<file path="config.mk">
export PLATFORM = sky130hd
export DESIGN_NAME = mmeo_ctrl
export DESIGN_NICKNAME = d
export VERILOG_FILES = /design/src/rtl/core/mmeo_pkg.sv /design/src/rtl/core/mmeo_ctrl.sv
export SDC_FILE = /design/constraint.sdc
export NUM_CORES = 1
export LEC_CHECK = 0
export ABC_AREA = 1
export BUFFER_PORTS_ARGS = -buffer_cell sky130_fd_sc_hd__buf_2
export CAP_MARGIN = 20
export CORE_ASPECT_RATIO = 0.8
export CORE_UTILIZATION = 30
export DETAILED_ROUTE_END_ITERATION = 7
export SYNTH_ARGS = -nofsm -noshare
export SYNTH_HDL_FRONTEND = slang
export SYNTH_SLANG_ARGS = --single-unit
</file>
<file path="constraint.sdc">
create_clock -name clk_i -period 4.38 [get_ports clk_i]
set_clock_uncertainty 0.15 [all_clocks]
set_input_delay 0.876 -clock clk_i [delete_from_list [all_inputs] [get_ports clk_i]]
set_output_delay 0.876 -clock clk_i [all_outputs]
set_load 0.005 [all_outputs]
</file>
<file path="src/rtl/core/mmeo_pkg.sv">
// shared constants, codes and control types for the matrix multiply block
`timescale 1ns / 1ps

package mmeo_pkg;

  localparam int MAX_DIM    = 16;
  localparam int ELEM_WIDTH = 16;
  localparam int IDX_W      = $clog2(MAX_DIM);
  localparam int STORE_AW   = 2 * IDX_W;
  localparam int STORE_DEPTH = MAX_DIM * MAX_DIM;
  localparam int MUL_W      = 2 * ELEM_WIDTH;

  // widths of the channel fields
  localparam int REQ_TYPE_W = 2;
  localparam int POS_W      = 4;
  localparam int VALUE_W    = 16;
  localparam int PROD_W     = 36;
  localparam int DIM_W      = 5;
  localparam int STATUS_W   = 2;
  localparam int CFG_IDX_W  = 2;

  typedef enum logic [REQ_TYPE_W-1:0] {
    REQ_LOAD_A = 2'd0,
    REQ_LOAD_B = 2'd1,
    REQ_QUERY  = 2'd2
  } req_type_e;

  typedef enum logic [STATUS_W-1:0] {
    STAT_OK        = 2'd0,
    STAT_SIZE_ERR  = 2'd1,
    STAT_RANGE_ERR = 2'd2
  } status_e;

  typedef enum logic [CFG_IDX_W-1:0] {
    CFG_A_ROWS = 2'd0,
    CFG_A_COLS = 2'd1,
    CFG_B_ROWS = 2'd2,
    CFG_B_COLS = 2'd3
  } cfg_idx_e;

  typedef enum logic [1:0] {
    ST_IDLE,
    ST_ISSUE,
    ST_FLUSH,
    ST_EMIT
  } ctrl_state_e;

  // controller to datapath
  typedef struct packed {
    logic             take;   // request accepted this cycle
    logic             issue;  // read one term pair
    logic [IDX_W-1:0] k;      // term index
    logic             emit;   // load the result register
  } cmd_t;

  // datapath to controller
  typedef struct packed {
    logic             req_query;
    logic             req_err;
    logic [DIM_W-1:0] n_terms;
    logic             pipe_busy;
    logic             out_free;
  } stat_t;

endpackage

</file>
<file path="src/rtl/core/mmeo_ctrl.sv">
// sequencer for loads and queries: accept, issue terms, flush, emit
`timescale 1ns / 1ps

module mmeo_ctrl
  import mmeo_pkg::*;
(
  input  logic  clk_i,
  input  logic  rst_ni,
  input  logic  req_valid_i,
  output logic  req_ready_o,
  input  stat_t stat_i,
  output cmd_t  cmd_o
);

  ctrl_state_e      state_q, state_d;
  logic [IDX_W-1:0] k_q, k_d;
  logic             last_term;

  assign last_term = (DIM_W'(k_q) == (stat_i.n_terms - DIM_W'(1)));

  always_comb begin
    state_d = state_q;
    k_d     = k_q;
    unique case (state_q)
      ST_IDLE: begin
        k_d = '0;
        if (req_valid_i && stat_i.req_query) begin
          state_d = stat_i.req_err ? ST_EMIT : ST_ISSUE;
        end
      end
      ST_ISSUE: begin
        k_d = k_q + IDX_W'(1);
        if (last_term) begin
          state_d = ST_FLUSH;
        end
      end
      ST_FLUSH: begin
        if (!stat_i.pipe_busy) begin
          state_d = ST_EMIT;
        end
      end
      ST_EMIT: begin
        if (stat_i.out_free) begin
          state_d = ST_IDLE;
        end
      end
      default: state_d = ST_IDLE;
    endcase
  end

  always_comb begin
    req_ready_o = 1'b0;
    cmd_o       = '0;
    cmd_o.k     = k_q;
    unique case (state_q)
      ST_IDLE: begin
        req_ready_o = 1'b1;
        cmd_o.take  = req_valid_i;
      end
      ST_ISSUE: cmd_o.issue = 1'b1;
      ST_FLUSH: ;
      ST_EMIT:  cmd_o.emit = stat_i.out_free;
      default: ;
    endcase
  end

  always_ff @(posedge clk_i or negedge rst_ni) begin
    if (!rst_ni) begin
      state_q <= ST_IDLE;
      k_q     <= '0;
    end else begin
      state_q <= state_d;
      k_q     <= k_d;
    end
  end

endmodule

</file>
* Yosys cells after proc, flatten, opt, wreduce, memory -nomap -nowiden
Index checks and enable logic that the tools add are counted.
** Word-level totals
- Word-level logic and storage cells :: 27
- Bits in writable memories :: 0
- Latch bits :: 0
- Memories :: 0
- Bits in read-only memories :: 0
- Register bits after elaboration :: 6
** Cells by class
- Magnitude comparators :: 0
- Bitwise gates (word level) :: 0
- $add $sub $neg :: 2
- Reductions and logical operators :: 4
- Div/mod/pow operators :: 0
- $mul :: 0
- Shifts and indexed selects :: 0
- Multiplexer cells :: 11
- Equal/unequal tests :: 8
** Operator list (count)
- $mux W2 :: 5
- $ne A2 B2 Y1 const B :: 4
- $pmux W2 S4 :: 1
- $pmux W4 S2 :: 1
- $eq A4 B5 Y1 :: 1
- $sub A5 B1 Y5 const B :: 1
- $add A4 B1 Y4 const B :: 1
- $eq A2 B2 Y1 const B :: 2
- $mux W1 :: 4
- $reduce_and A4 Y1 :: 1
- $eq A2 B1 Y1 const B :: 1
- $logic_not A2 Y1 :: 1
- $reduce_bool A2 Y1 :: 1
- $logic_and A1 B1 Y1 :: 1

* Logic depth before layout (Yosys ltp)
Gate-level depths: netlist (run 1).
- Depth in word-level cells :: 4
- Depth in mapped cells :: 11
- Depth with buffers taken out :: 11

* Worst setup path after synthesis (run 1)
No wires, ideal clock.
- Path type :: in2reg
- Start point :: in stat_i[2] in the netlist's numbering
- End point :: reg state_q[0]
- Arrival :: 1.763 ns
- Path buffers :: 0
- Required time :: 4.113 ns
- Stages on the path :: 11
- Slack :: 2.350 ns
- Cells stage by stage :: inv_1 -> ha_1 -> inv_1 -> nand2_1 -> nand2_1 -> nor2_2 -> nand3_2 -> o21bai_4 -> nand2_2 -> nand2_1 -> nand2_1
** Between the ends
- Word-level cells in the longest chain between the ends :: 4
** Ends and longest elaborated chain
- from (decl) :: RTL line mmeo_ctrl.sv:11 : input stat_t stat_i,
- $sub A5 B1 Y5 :: RTL line mmeo_ctrl.sv:19 : assign last_term = (DIM_W'(k_q) == (stat_i.n_terms - DIM_W'(1)));
- $eq A4 B5 Y1 :: RTL line mmeo_ctrl.sv:19
- $ne A2 B2 Y1 (no source line)
- $reduce_and A4 Y1 (no source line)
- to (signal assigned) :: RTL line mmeo_ctrl.sv:72 : state_q <= state_d;
- to (decl) :: RTL line mmeo_ctrl.sv:15 : ctrl_state_e state_q, state_d;
No other way between the ends.
A chain may end at the register's enable or synchronous reset.

==> flow_metrics.env, run 1 <==
export IMPL_antenna_found_initial=0
export IMPL_layout_drive_gt1_share_pct=28.6
export IMPL_p_switching_uw=164
export IMPL_worst_slew_pin_slew_ns=0.253
export IMPL_final_cell_mix="33 x nand2_1, 19 x buf_2, 16 x inv_1"
export IMPL_ys_types=18
export IMPL_clkLatencyLatePin_ns=0.24
export IMPL_grt_max_degree=9
export IMPL_cts_resized=0
export IMPL_critPathKind="register to output port"
export IMPL_syn_inst=90
export IMPL_clkPwrFrac_pct=12.8
export IMPL_final_nets=132
export IMPL_synthTopCellsByArea="dfrtp_1 25%, nand2_1 21%, ha_1 13%"
export IMPL_worstSetupEndpointType="output port"
export IMPL_numCtsBuffers=3
export IMPL_cts_clk_slew_worst_paths_ns=0.04
export IMPL_drt_total_wl_mm=1.12
export IMPL_dieArea_sq_um=2170
export IMPL_critPathMaxStageDelay_ns=0.40
export IMPL_via_per_inst=4.17
export IMPL_critPathArrivalTime_ns=1.20
export IMPL_min_path_type="input pin to async pin"
export IMPL_synth_nets=108
export IMPL_grtUsageTotal_pct=12.5
export IMPL_relSlewSlack_pct=83.1
export IMPL_outcome="completed"
export IMPL_first_iter_violations=20
export IMPL_rsz0062_at_grt="false"
export IMPL_diodes=0
export IMPL_ir_worst_vdd_mv=0.225
export IMPL_utilization_pct=39.7
export IMPL_dp_hpwl_microns=969
export IMPL_io_pins=20
export IMPL_synth_avg_cell_area_sq_um=6.62
export IMPL_finalCriticalPeriod_ns=2.23
export IMPL_max_freq_mhz=448
export IMPL_port_buffers=19
export IMPL_fin_cells=136
export IMPL_path_cells="inv_1 -> ha_1 -> nand2_1 -> inv_1 -> buf_2"
export IMPL_mostFrequentLayoutCell="nand2_1"
export IMPL_cp_start_kind="register"
export IMPL_finalSetupViolations=0
export IMPL_p_int_uw=210
export IMPL_synth_top_area_share_pct=25.2
export IMPL_synth_area_sq_um=596
export IMPL_cellPowerDensity_nw_per_um2=503
export IMPL_drt_first_pass_iters=4
export IMPL_grt_first_pass_wirelength_mm=2.00
export IMPL_slowest_stage="dfrtp_1"
export IMPL_placedCellCount=133
export IMPL_finalWorstSetupSlack_ns=2.15
export IMPL_p_leak_nw=0.455
export IMPL_cts_tree="yes"
export IMPL_synth_top_area_cell="dfrtp_1"
export IMPL_critPathBufInv=3
export IMPL_seq_area_frac_synth_pct=25.2
export IMPL_critPathMostFrequentCell="inv_1"
export IMPL_critPathMaxFanout=6
export IMPL_seq_power_share_pct=26.7
export IMPL_fin_total_pwr_uw=374
export IMPL_gr_total_overflow=0
export IMPL_fin_crit_sh_pct=50.9
export IMPL_die_h_microns=41.9
export IMPL_clock_tree_htree_level_count=1
export IMPL_gp_congestion=0.793
export IMPL_tns_ns=0
export IMPL_synthToLayoutAreaGrowth_pct=24.8
export IMPL_drv_slew=0
export IMPL_synth_seq_cells=6
export IMPL_vias=567
export IMPL_drtAntennaViolNets=0
export IMPL_initial_core_util_pct=31.8
export IMPL_clock_sinks=6
export IMPL_clock_path_buffers=2
export IMPL_routedWlPerCell_microns=8.21
export IMPL_yosys_warnings=0
export IMPL_maxCapViolations=0
export IMPL_crit_family="flip-flops"
export IMPL_drc_errors=0
export IMPL_cts_hold_fix_buffers=0
export IMPL_reg2reg_slack_ns=2.81
export IMPL_comb_power_share_pct=60.5
export IMPL_rows=14
export IMPL_place_ws_ns=2.12
export IMPL_die_x_microns=51.8
export IMPL_core_area_sq_um=1870
export IMPL_p_sw_share_pct=43.9
export IMPL_root_buffer="clkbuf_4"
export IMPL_final_hold_violation_count=0
export IMPL_crit_required_ns=3.35
export IMPL_grt_pass1_vias=518
export IMPL_postCtsSetupBuffers=0
[stage by stage]
| stage | hold slack (ns) | area [sq um] |
|---|---|---|
| floorplan | 0.339 | 596 |
| global placement | 0.370 | 721 |
| detailed placement | 0.370 | 721 |
| CTS | 0.294 | 743 |
| global route | 0.292 | 743 |
| finish | 0.298 | 743 |
[power groups by stage]
stage | Sequential [mW] | Combinational, mW | Clock [mW]
floorplan | 0.0975 | 0.171 | 0
global placement | 0.102 | 0.229 | 0
detailed placement | 0.101 | 0.230 | 0
CTS | 0.101 | 0.231 | 0.0502
global route | 0.104 | 0.261 | 0.0541
finish | 0.100 | 0.226 | 0.0478
[cells in the mapped netlist]
master / number
a21oi_1: 2
a221oi_4: 1
a22o_1: 1
a31oi_1: 1
dfrtp_1: 6
ha_1: 6
inv_1: 16
inv_2: 3
nand2_1: 33
nand2_2: 2
nand3_1: 6
nand3_2: 1
nand4_1: 1
nor2_1: 5
nor2_2: 1
o21ai_0: 3
o21bai_4: 1
or2_2: 1
[kinds of logic after synthesis]
logic type      synth area share (%)
simple gates                    35.9
buf+inv                         12.0
compound gates                  14.3
fa+ha+maj                       12.6
flops                           25.2
[metal layers]
metal  vias up  part of all wire (%)  GRT usage, %
met5         -                     0             0
met4         0                   1.1          8.11
met3         2                   4.9          2.20
met2        10                    44          17.9
met1       232                    50          17.0
li1        323                     -             -
[registers in the layout, summed over array words and instances, names as in the netlist]
register and count:
state_q 2, k_q 4
[final cells by class]
class,instances,area [sq um]
clock buffer,3,22.5
timing repair buffer,19,95.1
sequential,6,150
tap,24,30.0
inverter,19,71.3
fill,198,1130
multi-input combinational,65,374
[worst register-to-register path: cells and delay by family, from the launching register on]
family	cells	cell delay [ns]
flops	1	0.39
compound gates	2	0.29
fa+ha+maj	1	0.27
buf+inv	2	0.17
simple gates	3	0.20
[worst paths after layout]
path / from / endpoint / cells after the start
max in group asynchronous: rst_ni / k_q[2] / 1
worst max register to register: state_q[0] / state_q[0] / 8
worst min register to register: state_q[1] / state_q[1] / 2
min in group clk_i: state_q[1] / state_q[1] / 2
worst max-delay path: state_q[0] / cmd_o[6] / 5
worst min-delay path: rst_ni / state_q[1] / 1
No activity file was read; power rests on OpenSTA's default activity.
==> run 2: changes to the inputs <==
==> constraint.sdc (replaced) <==
create_clock -name clk_i -period 1.8 [get_ports clk_i]
set_clock_uncertainty 0.15 [all_clocks]
set_input_delay 0.36 -clock clk_i [delete_from_list [all_inputs] [get_ports clk_i]]
set_output_delay 0.36 -clock clk_i [all_outputs]
set_load 0.005 [all_outputs]
==> run 2 against run 1 <==
Combinational power up 150%; setup slack worse by 2.1 ns; die area unchanged; critical path depth down 2; first-iteration DRC count down 50%; highest routed layer unchanged; sequential power up 150%.
==> flow_metrics.env, run 2 (synthesis results as in run 1) <==
export IMPL_largest_reg_flops=4
export IMPL_final_nets=133
export IMPL_clock_tree_htree_level_count=1
export IMPL_crit_required_ns=1.29
export IMPL_die_x_microns=51.8
export IMPL_placed_area_sq_um=721
export IMPL_core_area_sq_um=1870
export IMPL_wl_met2_microns=491
export IMPL_rsz0062_at_grt="true"
export IMPL_fin_hold_ws_ns=0.295
export IMPL_gp_congestion=0.778
export IMPL_drtAntennaViolNets=0
export IMPL_final_hold_violation_count=0
export IMPL_min_path_type="input pin to async pin"
export IMPL_worstSetupEndpointType="output port"
export IMPL_first_iter_violations=10
export IMPL_routedWlPerCell_microns=8.69
export IMPL_grt_max_degree=9
export IMPL_ir_worst_vdd_mv=0.551
export IMPL_numCtsBuffers=3
export IMPL_topRoutingLayerUsed="met4"
export IMPL_clock_path_buffers=2
export IMPL_grt_pass1_vias=487
export IMPL_synthToLayoutAreaGrowth_pct=26.9
export IMPL_relSlewSlack_pct=82.1
export IMPL_critPathMaxFanout=8
export IMPL_antenna_found_initial=0
export IMPL_rows=14
export IMPL_clkLatencyLatePin_ns=0.25
export IMPL_gr_total_overflow=0
export IMPL_cts_tree="yes"
export IMPL_cp_start_kind="register"
export IMPL_timing_rr_start="state_q[1]"
export IMPL_wl_met1_microns=621
export IMPL_top_regs="k_q: 4 flops, state_q: 2 flops"
export IMPL_drt_first_pass_iters=4
export IMPL_port_buffers=19
export IMPL_utilization_pct=40.3
export IMPL_root_buffer="clkbuf_4"
export IMPL_max_freq_mhz=573
export IMPL_via_per_inst=4.28
export IMPL_dieArea_sq_um=2170
export IMPL_design_area_sq_um=756
export IMPL_fin_cells=137
export IMPL_final_cell_mix="33 x nand2_1, 19 x buf_2, 16 x inv_1"
export IMPL_p_leak_nw=0.458
export IMPL_placedCellCount=133
export IMPL_cts_clk_slew_worst_paths_ns=0.05
export IMPL_drv_slew=0
export IMPL_finalWorstSetupSlack_ns=0.0543
export IMPL_place_ws_ns=0.0839
export IMPL_nFillCells=187
export IMPL_critPathKind="register to output port"
export IMPL_initial_core_util_pct=31.8
export IMPL_dp_hpwl_microns=992
export IMPL_fin_total_pwr_uw=937
export IMPL_finalSetupViolations=0
export IMPL_vias=586
export IMPL_cellPowerDensity_nw_per_um2=1240
export IMPL_grt_first_pass_wirelength_mm=2.02
export IMPL_drt_total_wl_mm=1.19
export IMPL_clock_sinks=6
export IMPL_worst_slew_pin_slew_ns=0.268
export IMPL_diodes=0
export IMPL_route_met3_wl_microns=58
export IMPL_io_pins=20
export IMPL_critPathArrivalTime_ns=1.24
export IMPL_drc_errors=0
export IMPL_die_h_microns=41.9
export IMPL_outcome="completed"
export IMPL_finalCriticalPeriod_ns=1.75
export IMPL_tns_ns=0
export IMPL_layout_drive_gt1_share_pct=29.2
export IMPL_max_flop_register="k_q"
export IMPL_grtUsageTotal_pct=13.2
export IMPL_fin_crit_sh_pct=97.0
export IMPL_cp_startpoint="state_q[1]"
export IMPL_mostFrequentLayoutCell="nand2_1"
export IMPL_maxCapViolations=0
## run 2: layout make-up
cell class / instances / area, sq um / area share, %
Sequential cell: 6 / 150 / 19.9
Tap cell: 24 / 30.0 / 3.97
Timing Repair Buffer: 20 / 105 / 13.9
Clock buffer: 3 / 22.5 / 2.98
Inverter: 19 / 71.3 / 9.44
Multi-Input combinational cell: 65 / 377 / 49.8
## run 2: what timing repair did
action,4_1_cts,5_1_grt
setup endpoints to repair,0,2
resized for setup,0,1
hold buffers,1,0
setup buffers,0,0
hold endpoints to repair,6,0
## run 2: power by group
| part | switching [mW] | total [mW] | internal (mW) |
|---|---|---|---|
| clock | 0.0518 | 0.127 | 0.0756 |
| sequential | 0.0638 | 0.248 | 0.184 |
| combinational | 0.305 | 0.562 | 0.257 |
## run 2: worst paths after layout
check,to,slack [ns],depth (start not counted)
setup reg to reg,state_q[0],0.26,8
setup / recovery,cmd_o[5],0.05,3
hold reg to reg,k_q[2],0.39,1
hold / removal,state_q[0],0.30,2
min in group clk_i,state_q[1],0.30,5
max in group asynchronous,k_q[3],1.03,2
## run 2: routing by layer
metal,global-route usage [%],vias to the layer above
met5,0,-
met4,6.49,0
met3,6.59,2
met2,16.9,9
met1,18.1,250
li1,-,325
## run 2: critical path: stages, from the launching register on
cell and delay, ns:
dfrtp_1 0.42, inv_1 0.10, ha_1 0.29, buf_2 0.17
